`config.mk`:
```
export PLATFORM = sky130hd
export DESIGN_NAME = rc_pulse_capture_to_stick_angles_core
export DESIGN_NICKNAME = d
export VERILOG_FILES = /design/src/hdl/rcpsa_pkg.sv /design/src/hdl/rc_pulse_capture_to_stick_angles_core.sv
export VERILOG_INCLUDE_DIRS = /design/src /design/src/hdl
export SDC_FILE = /design/constraint.sdc
export NUM_CORES = 2
export LEC_CHECK = 0
export BUFFER_PORTS_ARGS = -buffer_cell sky130_fd_sc_hd__buf_4
export CAP_MARGIN = 20
export CORE_UTILIZATION = 38
export CTS_BUF_LIST = sky130_fd_sc_hd__clkbuf_16
export DETAILED_ROUTE_END_ITERATION = 10
export GPL_TIMING_DRIVEN = 0
export HOLD_SLACK_MARGIN = 0.03
export SYNTH_ARGS = -nofsm -noshare
export SYNTH_HDL_FRONTEND = slang
export SYNTH_SLANG_ARGS = --single-unit
```
`constraint.sdc`:
```
create_clock -name clk -period 18.4 [get_ports clk]
set_clock_uncertainty 0.2 [all_clocks]
set_input_delay 1.84 -clock clk [delete_from_list [all_inputs] [get_ports clk]]
set_output_delay 1.84 -clock clk [all_outputs]
set_load 0.02 [all_outputs]
```
`src/hdl/rc_pulse_capture_to_stick_angles_core_defines.svh`:
```
// Assertion macros shared by the RC pulse decoder RTL.
// No dependencies; the macros compile to nothing when SYNTHESIS is defined.
`ifndef RC_PULSE_CAPTURE_TO_STICK_ANGLES_CORE_DEFINES_SVH
`define RC_PULSE_CAPTURE_TO_STICK_ANGLES_CORE_DEFINES_SVH

`ifndef SYNTHESIS

// Same-cycle implication, disabled during reset.
`define RCPSA_ASSERT_IMPL(label, clk, rst_n, ante, cons) \
	label: assert property (@(posedge clk) disable iff (!rst_n) (ante) |-> (cons)) \
		else $error("implication check failed");

// Next-cycle implication, disabled during reset.
`define RCPSA_ASSERT_NEXT(label, clk, rst_n, ante, cons) \
	label: assert property (@(posedge clk) disable iff (!rst_n) (ante) |=> (cons)) \
		else $error("next-cycle check failed");

`else

`define RCPSA_ASSERT_IMPL(label, clk, rst_n, ante, cons)
`define RCPSA_ASSERT_NEXT(label, clk, rst_n, ante, cons)

`endif

`endif

```
`src/hdl/rcpsa_pkg.sv`:
```
// Types and constants for the RC pulse capture and stick angle decoder.
// No dependencies.
`timescale 1ns / 1ps
`default_nettype none

package rcpsa_pkg;

	localparam int unsigned CHANNELS_DEF = 5;
	localparam int unsigned NUM_PINS     = 5;
	localparam int unsigned TS_W         = 32;
	localparam int unsigned WIDTH_W      = 16;
	localparam int unsigned GAIN_W       = 8;
	localparam int unsigned LIMIT_W      = 15;
	localparam int unsigned CFG_INDEX_W  = 3;
	localparam int unsigned CFG_DATA_W   = 16;

	localparam int unsigned CHAN_ROLL     = 0;
	localparam int unsigned CHAN_PITCH    = 1;
	localparam int unsigned CHAN_THROTTLE = 2;
	localparam int unsigned CHAN_YAW      = 3;
	localparam int unsigned CHAN_DRIVE    = 4;

	typedef logic [CFG_INDEX_W-1:0] cfg_index_t;

	localparam cfg_index_t REG_CENTER_WIDTH    = 3'd0;
	localparam cfg_index_t REG_DEADBAND_HALF   = 3'd1;
	localparam cfg_index_t REG_ROLL_PITCH_GAIN = 3'd2;
	localparam cfg_index_t REG_YAW_GAIN        = 3'd3;
	localparam cfg_index_t REG_ANGLE_LIMIT     = 3'd4;

	localparam logic [WIDTH_W-1:0] RST_CENTER_WIDTH    = 16'd1500;
	localparam logic [WIDTH_W-1:0] RST_DEADBAND_HALF   = 16'd50;
	localparam logic [GAIN_W-1:0]  RST_ROLL_PITCH_GAIN = 8'd6;
	localparam logic [GAIN_W-1:0]  RST_YAW_GAIN        = 8'd10;
	localparam logic [LIMIT_W-1:0] RST_ANGLE_LIMIT     = 15'd3000;

	typedef struct packed {
		logic [TS_W-1:0]     timestamp_us;
		logic [NUM_PINS-1:0] pin_levels;
	} rcpsa_in_t;

	typedef struct packed {
		logic signed [WIDTH_W-1:0] roll_angle;
		logic signed [WIDTH_W-1:0] pitch_angle;
		logic signed [WIDTH_W-1:0] yaw_angle;
		logic [WIDTH_W-1:0]        throttle_width;
		logic [WIDTH_W-1:0]        drive_width;
		logic [NUM_PINS-1:0]       pulse_done;
	} rcpsa_out_t;

endpackage

`default_nettype wire

```
`src/hdl/rc_pulse_capture_to_stick_angles_core.sv`:
```
// Top level of the RC pulse capture and stick angle decoder.
// Depends on rcpsa_pkg and rc_pulse_capture_to_stick_angles_core_defines.svh.
// An accepted event passes through the input register, then the result register; a held result can stall it between.
// Throughput: one event per cycle; a held result stalls the input only when both registers are full.
// Structure: input register, then edge detect, width update, deadband, gain and clamp in one pass.
// Reset clears the channel levels, stored widths and valids, and loads the register defaults.
`timescale 1ns / 1ps
`default_nettype none

`include "rc_pulse_capture_to_stick_angles_core_defines.svh"

module rc_pulse_capture_to_stick_angles_core
	import rcpsa_pkg::*;
#(
	parameter int unsigned CHANNELS = CHANNELS_DEF
) (
	input  logic                  clk,
	input  logic                  arst_n,
	input  logic                  event_valid,
	output logic                  event_stall,
	input  rcpsa_in_t             event_data,
	output logic                  result_valid,
	input  logic                  result_stall,
	output rcpsa_out_t            result_data,
	input  logic                  cfg_valid,
	output logic                  cfg_ready,
	input  cfg_index_t            cfg_index,
	input  logic [CFG_DATA_W-1:0] cfg_data
);

	localparam int unsigned USED   = (CHANNELS < NUM_PINS) ? CHANNELS : NUM_PINS;
	localparam int unsigned DIFF_W = WIDTH_W + 1;
	localparam int unsigned PROD_W = DIFF_W + GAIN_W + 1;
	localparam int unsigned N_ANG  = 3;

	logic [WIDTH_W-1:0] center_q;
	logic [WIDTH_W-1:0] deadband_q;
	logic [GAIN_W-1:0]  rp_gain_q;
	logic [GAIN_W-1:0]  yaw_gain_q;
	logic [LIMIT_W-1:0] limit_q;

	logic               valid_s1;
	rcpsa_in_t          ev_s1;

	logic [USED-1:0]    chan_high_q;
	logic [TS_W-1:0]    rise_q [USED];
	logic [WIDTH_W-1:0] pw_q   [USED];
	logic [WIDTH_W-1:0] pw_nxt [USED];
	logic [USED-1:0]    done_nxt;

	logic [WIDTH_W-1:0]  width_nxt [NUM_PINS];
	logic [NUM_PINS-1:0] done_all;

	logic                     result_valid_q;
	rcpsa_out_t               result_q;

	logic en_out, en_s1;
	logic adv_s1;

	logic [WIDTH_W-1:0]       ang_w    [N_ANG];
	logic [GAIN_W-1:0]        ang_g    [N_ANG];
	logic signed [DIFF_W-1:0] diff     [N_ANG];
	logic [DIFF_W-1:0]        mag      [N_ANG];
	logic signed [PROD_W-1:0] prod_nxt [N_ANG];
	logic signed [PROD_W-1:0] lim;
	logic signed [WIDTH_W-1:0] ang_out [N_ANG];

	// Configuration is always writable; writes beyond the register list are dropped.
	assign cfg_ready = 1'b1;

	always_ff @(posedge clk or negedge arst_n) begin
		if (!arst_n) begin
			center_q   <= RST_CENTER_WIDTH;
			deadband_q <= RST_DEADBAND_HALF;
			rp_gain_q  <= RST_ROLL_PITCH_GAIN;
			yaw_gain_q <= RST_YAW_GAIN;
			limit_q    <= RST_ANGLE_LIMIT;
		end else if (cfg_valid && cfg_ready) begin
			unique case (cfg_index)
				REG_CENTER_WIDTH:    center_q   <= cfg_data[WIDTH_W-1:0];
				REG_DEADBAND_HALF:   deadband_q <= cfg_data[WIDTH_W-1:0];
				REG_ROLL_PITCH_GAIN: rp_gain_q  <= cfg_data[GAIN_W-1:0];
				REG_YAW_GAIN:        yaw_gain_q <= cfg_data[GAIN_W-1:0];
				REG_ANGLE_LIMIT:     limit_q    <= cfg_data[LIMIT_W-1:0];
				default: begin
				end
			endcase
		end
	end

	assign en_out      = !result_valid_q || !result_stall;
	assign en_s1       = !valid_s1 || en_out;
	assign adv_s1      = valid_s1 && en_out;
	assign event_stall = !en_s1;

	always_ff @(posedge clk or negedge arst_n) begin
		if (!arst_n) begin
			valid_s1       <= 1'b0;
			result_valid_q <= 1'b0;
		end else begin
			if (en_s1) begin
				valid_s1 <= event_valid;
			end
			if (en_out) begin
				result_valid_q <= valid_s1;
			end
		end
	end

	always_ff @(posedge clk) begin
		if (en_s1 && event_valid) begin
			ev_s1 <= event_data;
		end
	end

	// Edge detection and width measurement for each active channel.
	always_comb begin
		logic [TS_W-1:0] span;
		for (int i = 0; i < USED; i++) begin
			span = ev_s1.timestamp_us - rise_q[i];
			done_nxt[i] = chan_high_q[i] && !ev_s1.pin_levels[i];
			if (done_nxt[i]) begin
				pw_nxt[i] = (|span[TS_W-1:WIDTH_W]) ? '1 : span[WIDTH_W-1:0];
			end else begin
				pw_nxt[i] = pw_q[i];
			end
		end
	end

	always_ff @(posedge clk or negedge arst_n) begin
		if (!arst_n) begin
			chan_high_q <= '0;
			for (int i = 0; i < USED; i++) begin
				pw_q[i] <= '0;
			end
		end else if (adv_s1) begin
			chan_high_q <= ev_s1.pin_levels[USED-1:0];
			for (int i = 0; i < USED; i++) begin
				pw_q[i] <= pw_nxt[i];
			end
		end
	end

	always_ff @(posedge clk) begin
		if (adv_s1) begin
			for (int i = 0; i < USED; i++) begin
				if (!chan_high_q[i] && ev_s1.pin_levels[i]) begin
					rise_q[i] <= ev_s1.timestamp_us;
				end
			end
		end
	end

	// Channels beyond the configured count read as width zero.
	always_comb begin
		for (int p = 0; p < NUM_PINS; p++) begin
			width_nxt[p] = '0;
		end
		for (int i = 0; i < USED; i++) begin
			width_nxt[i] = pw_nxt[i];
		end
		done_all = NUM_PINS'(done_nxt);
	end

	// Deadband test, gain multiply and symmetric clamp on the freshly updated widths.
	always_comb begin
		ang_w[0] = width_nxt[CHAN_ROLL];
		ang_w[1] = width_nxt[CHAN_PITCH];
		ang_w[2] = width_nxt[CHAN_YAW];
		ang_g[0] = rp_gain_q;
		ang_g[1] = rp_gain_q;
		ang_g[2] = yaw_gain_q;
		lim = $signed({{(PROD_W-LIMIT_W){1'b0}}, limit_q});
		for (int k = 0; k < N_ANG; k++) begin
			diff[k] = $signed({1'b0, ang_w[k]}) - $signed({1'b0, center_q});
			mag[k]  = diff[k][DIFF_W-1] ? DIFF_W'(-diff[k]) : DIFF_W'(diff[k]);
			if (mag[k] < {1'b0, deadband_q}) begin
				prod_nxt[k] = '0;
			end else begin
				prod_nxt[k] = PROD_W'(diff[k]) * PROD_W'($signed({1'b0, ang_g[k]}));
			end
			priority if (prod_nxt[k] > lim) begin
				ang_out[k] = lim[WIDTH_W-1:0];
			end else if (prod_nxt[k] < -lim) begin
				ang_out[k] = WIDTH_W'(-lim);
			end else begin
				ang_out[k] = prod_nxt[k][WIDTH_W-1:0];
			end
		end
	end

	always_ff @(posedge clk) begin
		if (adv_s1) begin
			result_q.roll_angle     <= ang_out[0];
			result_q.pitch_angle    <= ang_out[1];
			result_q.yaw_angle      <= ang_out[2];
			result_q.throttle_width <= width_nxt[CHAN_THROTTLE];
			result_q.drive_width    <= width_nxt[CHAN_DRIVE];
			result_q.pulse_done     <= done_all;
		end
	end

	assign result_valid = result_valid_q;
	assign result_data  = result_q;

	`RCPSA_ASSERT_NEXT(a_levels_tracked, clk, arst_n, adv_s1, chan_high_q == $past(ev_s1.pin_levels[USED-1:0]))
	`RCPSA_ASSERT_IMPL(a_stall_needs_item, clk, arst_n, event_stall, valid_s1)
	`RCPSA_ASSERT_IMPL(a_result_from_s1, clk, arst_n, $rose(result_valid), $past(valid_s1))
	`RCPSA_ASSERT_NEXT(a_result_held, clk, arst_n, result_valid && result_stall, result_valid && result_data == $past(result_data))

endmodule

`default_nettype wire
```
==> results.txt <==
----------------------------------------------------
[Logic synthesis]
  Proportion of synthesized flip-flops having asynchronous set or reset ... between 30% and 40%
  Post-synth top area share ... 17.64%
  Post-synth top area cell ... edfxtp_1
  Netlist area before placement ... slightly below 50,000 µm²
  Ranking of synthesized cells by instance count ... inv_1, ha_1, nor2_1
  Post-synthesis cell count ... between 5k and 6k
  Synth Area per Inst ... between 8 and 9 µm²
  Dominant cell by count in the synthesized netlist ... inv_1
  Count of distinct cell types in the synthesized netlist ... 110
  Top post-synthesis cells by area ... edfxtp_1, fa_1, ha_1
  Net count of the mapped netlist ... approximately 6.3k
  Main flop type after synthesis ... edfxtp_1
  Flops & latches, synth ... roughly 430
  EDFF count, synth ... 282
  Yosys synthesis warning count ... 0
  Part of the Yosys area used for sequential elements ... between 20% and 30%

[Worst hold path]
  Hold endpoint ... chan_high_q[1]
  Cells on Worst Hold Path ... 2
  Hold Crit Start ... ev_s1[1]
  Type of the worst min-delay path ... reg -> reg

[Final layout]
  Combined flip-flop and latch cell area ... 12,250 µm²
  Area occupied by multi-input gates ... 32,180 µm²
  Fraction of layout instances using a drive strength above 1 ... roughly 6.4%
  Non-filler instance count after layout ... 7,327
  Number of antenna diodes ... 0
  Filler cell count ... between 10k and 15k
  Layout Nets ... between 6k and 7k
  Area growth from synthesis to final layout ... 10.42%

[Setup path]
  Maximum cell stage delay along the critical path ... about 0.97 ns
  Max stage delay cell, worst path ... edfxtp_1
  Minimum setup slack among reg-to-reg paths ... roughly 2.7 ns
  Data required, critical path ... roughly 19 ns
  Most used cell along the critical path ... fa_1
  Source of the worst register-to-register timing path ... ev_s1[6]
  Number of buffers and inverters on the critical path ... 8
  Delay-heaviest family, CP ... compound AO/OA/AOI/OAI gates
  Element type at the critical path end ... register
  Reg2Reg Capture Point ... result_data[40]
  Kind of start point of the critical path ... register
  Data arrival time of the worst path ... roughly 16 ns
  Critical-path maximum fanout ... 11
  Cells on worst reg2reg path ... 51
  Category of the critical setup timing path ... reg -> reg

[STA]
  Final hold violations ... 0
  Setup violation total in the final timing report ... 0
  Final worst-path setup slack ... around 2.7 ns
  Least-Margin Pin Slew ... approximately 1.2 ns
  Fmax achieved ... 63.56 MHz
  Relative slew slack ... between 20% and 30%
  Crit path time final ... between 15 and 20 ns
  Unrepaired setup endpoints after global routing ... false
  Total negative setup slack ... 0 ns
  Max-slew violation count ... 0
  Post-route clock period utilization ... a little under nine tenths

[Outcome]
  Outcome ... completed

[Place]
  Number of placed instances with taps included ... 7,238
  Setup slack at placement ... 2.545 ns
  Weighted congestion at the end of routability-driven global placement ... about 0.96
  HPWL Detailed ... about 120 mm
  Total of buffers placed on input and output ports ... between 100 and 150

[Drt]
  DRC violations left ... 0
  Iteration count of the initial detailed-routing pass ... 6
  Number of DRC violations after detailed-routing iteration 0 ... approximately 3k
  Antenna Violating Nets Remaining ... 0
  Detailed-route vias per instance ... around 5.4
  Total via count after detailed routing ... a little under 40k
  DR WL/cell ... just under 20 µm
  Detailed Route WL ... 143.1 mm

[Clock tree]
  # H-tree levels ... 2
  Post-CTS setup buffers ... 0
  Reg clk slew, reported paths ... around 0.060 ns
  Largest buffer count on any clock path ... 3
  Clock latency on the worst-skew pair ... around 0.64 ns
  Clock tree from TritonCTS ... yes
  Number of gates resized after CTS ... 0
  Sink Count ... approximately 430
  Number of clock buffers inserted by TritonCTS ... 48
  Clock tree root driver cell ... clkbuf_16
  Quantity of hold-fixing buffers added after cts ... 0

[GRT]
  Global routing usage summed across all routing layers ... between 20% and 30%
  Via count of the first global-routing pass ... around 38k
  Remaining global-route overflow ... 0
  Initial antenna violation count ... 1
  Wire length of the first global-routing pass ... around 220 mm
  Maximum number of pins on one net before global-route repair ... 112

[Die]
  Number of primary I/O pins ... 149
  Std-Cell Rows ... 130
  Y dimension of the die ... roughly 360 µm
  Die Span X ... between 300 and 400 µm
  Die Outline Area ... around 130,000 µm²
  Area of the core region ... around 130,000 µm²
  Initial core utilization ... a little under two fifths

[Job]
  Count of max-cap constraint violations ... 0

----------------------------------------------------
==> metrics by stage <==
step / instance area, µm² / hold slack [ns] / util (%)
2_1_floorplan: 48000 / 0.2566 / -
3_3_place_gp: 51170 / 0.2721 / 40.80
3_5_place_dp: 51440 / 0.2842 / 41.01
4_1_cts: 53010 / 0.3061 / 42.27
5_1_grt: 53010 / 0.3460 / 42.27
6_report: 53010 / 0.3074 / 42.27
==> state kept, by name, summed over array words and instances (netlist names) <==
signal	count
yaw_gain_q	8
valid_s1	1
deadband_q	16
rp_gain_q	8
result_valid	1
limit_q	15
pw_q	80
ev_s1	37
center_q	16
result_data	85
rise_q	160
chan_high_q	5
==> worst min-delay path, stage by stage (launching register included) <==
cell and delay (ns):
edfxtp_1 0.36, nand2_1 0.06, nand2_1 0.05
==> worst max path at each step <==
stage | start | end | slack [ns] | cells past startpoint
finish | ev_s1[6] | result_data[40] | 2.67 | 51
CTS | ev_s1[6] | result_data[40] | 2.45 | 51
global placement | ev_s1[6] | result_data[40] | 2.15 | 52
detailed placement | ev_s1[6] | result_data[40] | 2.55 | 51
global route | ev_s1[6] | result_data[40] | 1.51 | 51
floorplan | ev_s1[6] | result_data[45] | 6.11 | 51
==> layer usage <==
metal	GRT usage (%)	share of wire, %	vias up	wire [µm]
li1	-	-	19102	-
met1	28.77	44	19089	63320
met2	37.87	47	949	67690
met3	2.214	4.3	237	6142
met4	8.316	4.2	0	5944
met5	0	0	-	0
==> area by class of cell <==
cell class / instances / area share [%]
buffer: 195 / 1.497
multi-input combinational: 4044 / 60.71
inverter: 753 / 5.332
tap: 1650 / 3.895
sequential: 432 / 23.11
clock buffer: 49 / 2.313
timing repair buffer: 164 / 2.500
clock inverter: 40 / 0.6491
==> cells in the final DEF, fill, tap and decap left out, types with 43 or more instances in the layout <==
master	netlist	routed
nand2b_1	70	70
edfxtp_1	282	282
nand2_1	422	422
nor2_1	424	424
o21a_1	55	55
nor2b_1	121	121
a21o_1	113	113
and2_1	185	184
inv_1	748	761
o21ai_0	260	260
nor3_1	97	97
fa_1	332	332
xnor2_1	146	146
clkbuf_1	172	171
a31oi_1	119	119
clkbuf_16	0	49
a21oi_1	330	330
and3_1	88	88
ha_1	527	527
nand4_1	43	43
buf_4	1	149
nand3_1	78	78
xor2_1	97	97
dfrtp_1	129	129
==> kinds of logic (layout without fill, tap and decap cells) <==
logic type / count (synthesis) / after routing / share of synthesized area, %
fa+ha+maj: 860 / 860 / 27.61
mux: 54 / 54 / 1.207
other cells: 1 / 1 / 0.007812
flops: 432 / 432 / 25.52
simple gates: 1677 / 1677 / 17.47
xor+xnor: 243 / 243 / 4.434
compound gates: 1209 / 1209 / 16.23
buf+inv: 948 / 1201 / 7.533
Power is left out: the tool's default activity adds up to more than one toggle a clock period on the data nets, which glitch-free logic cannot reach.
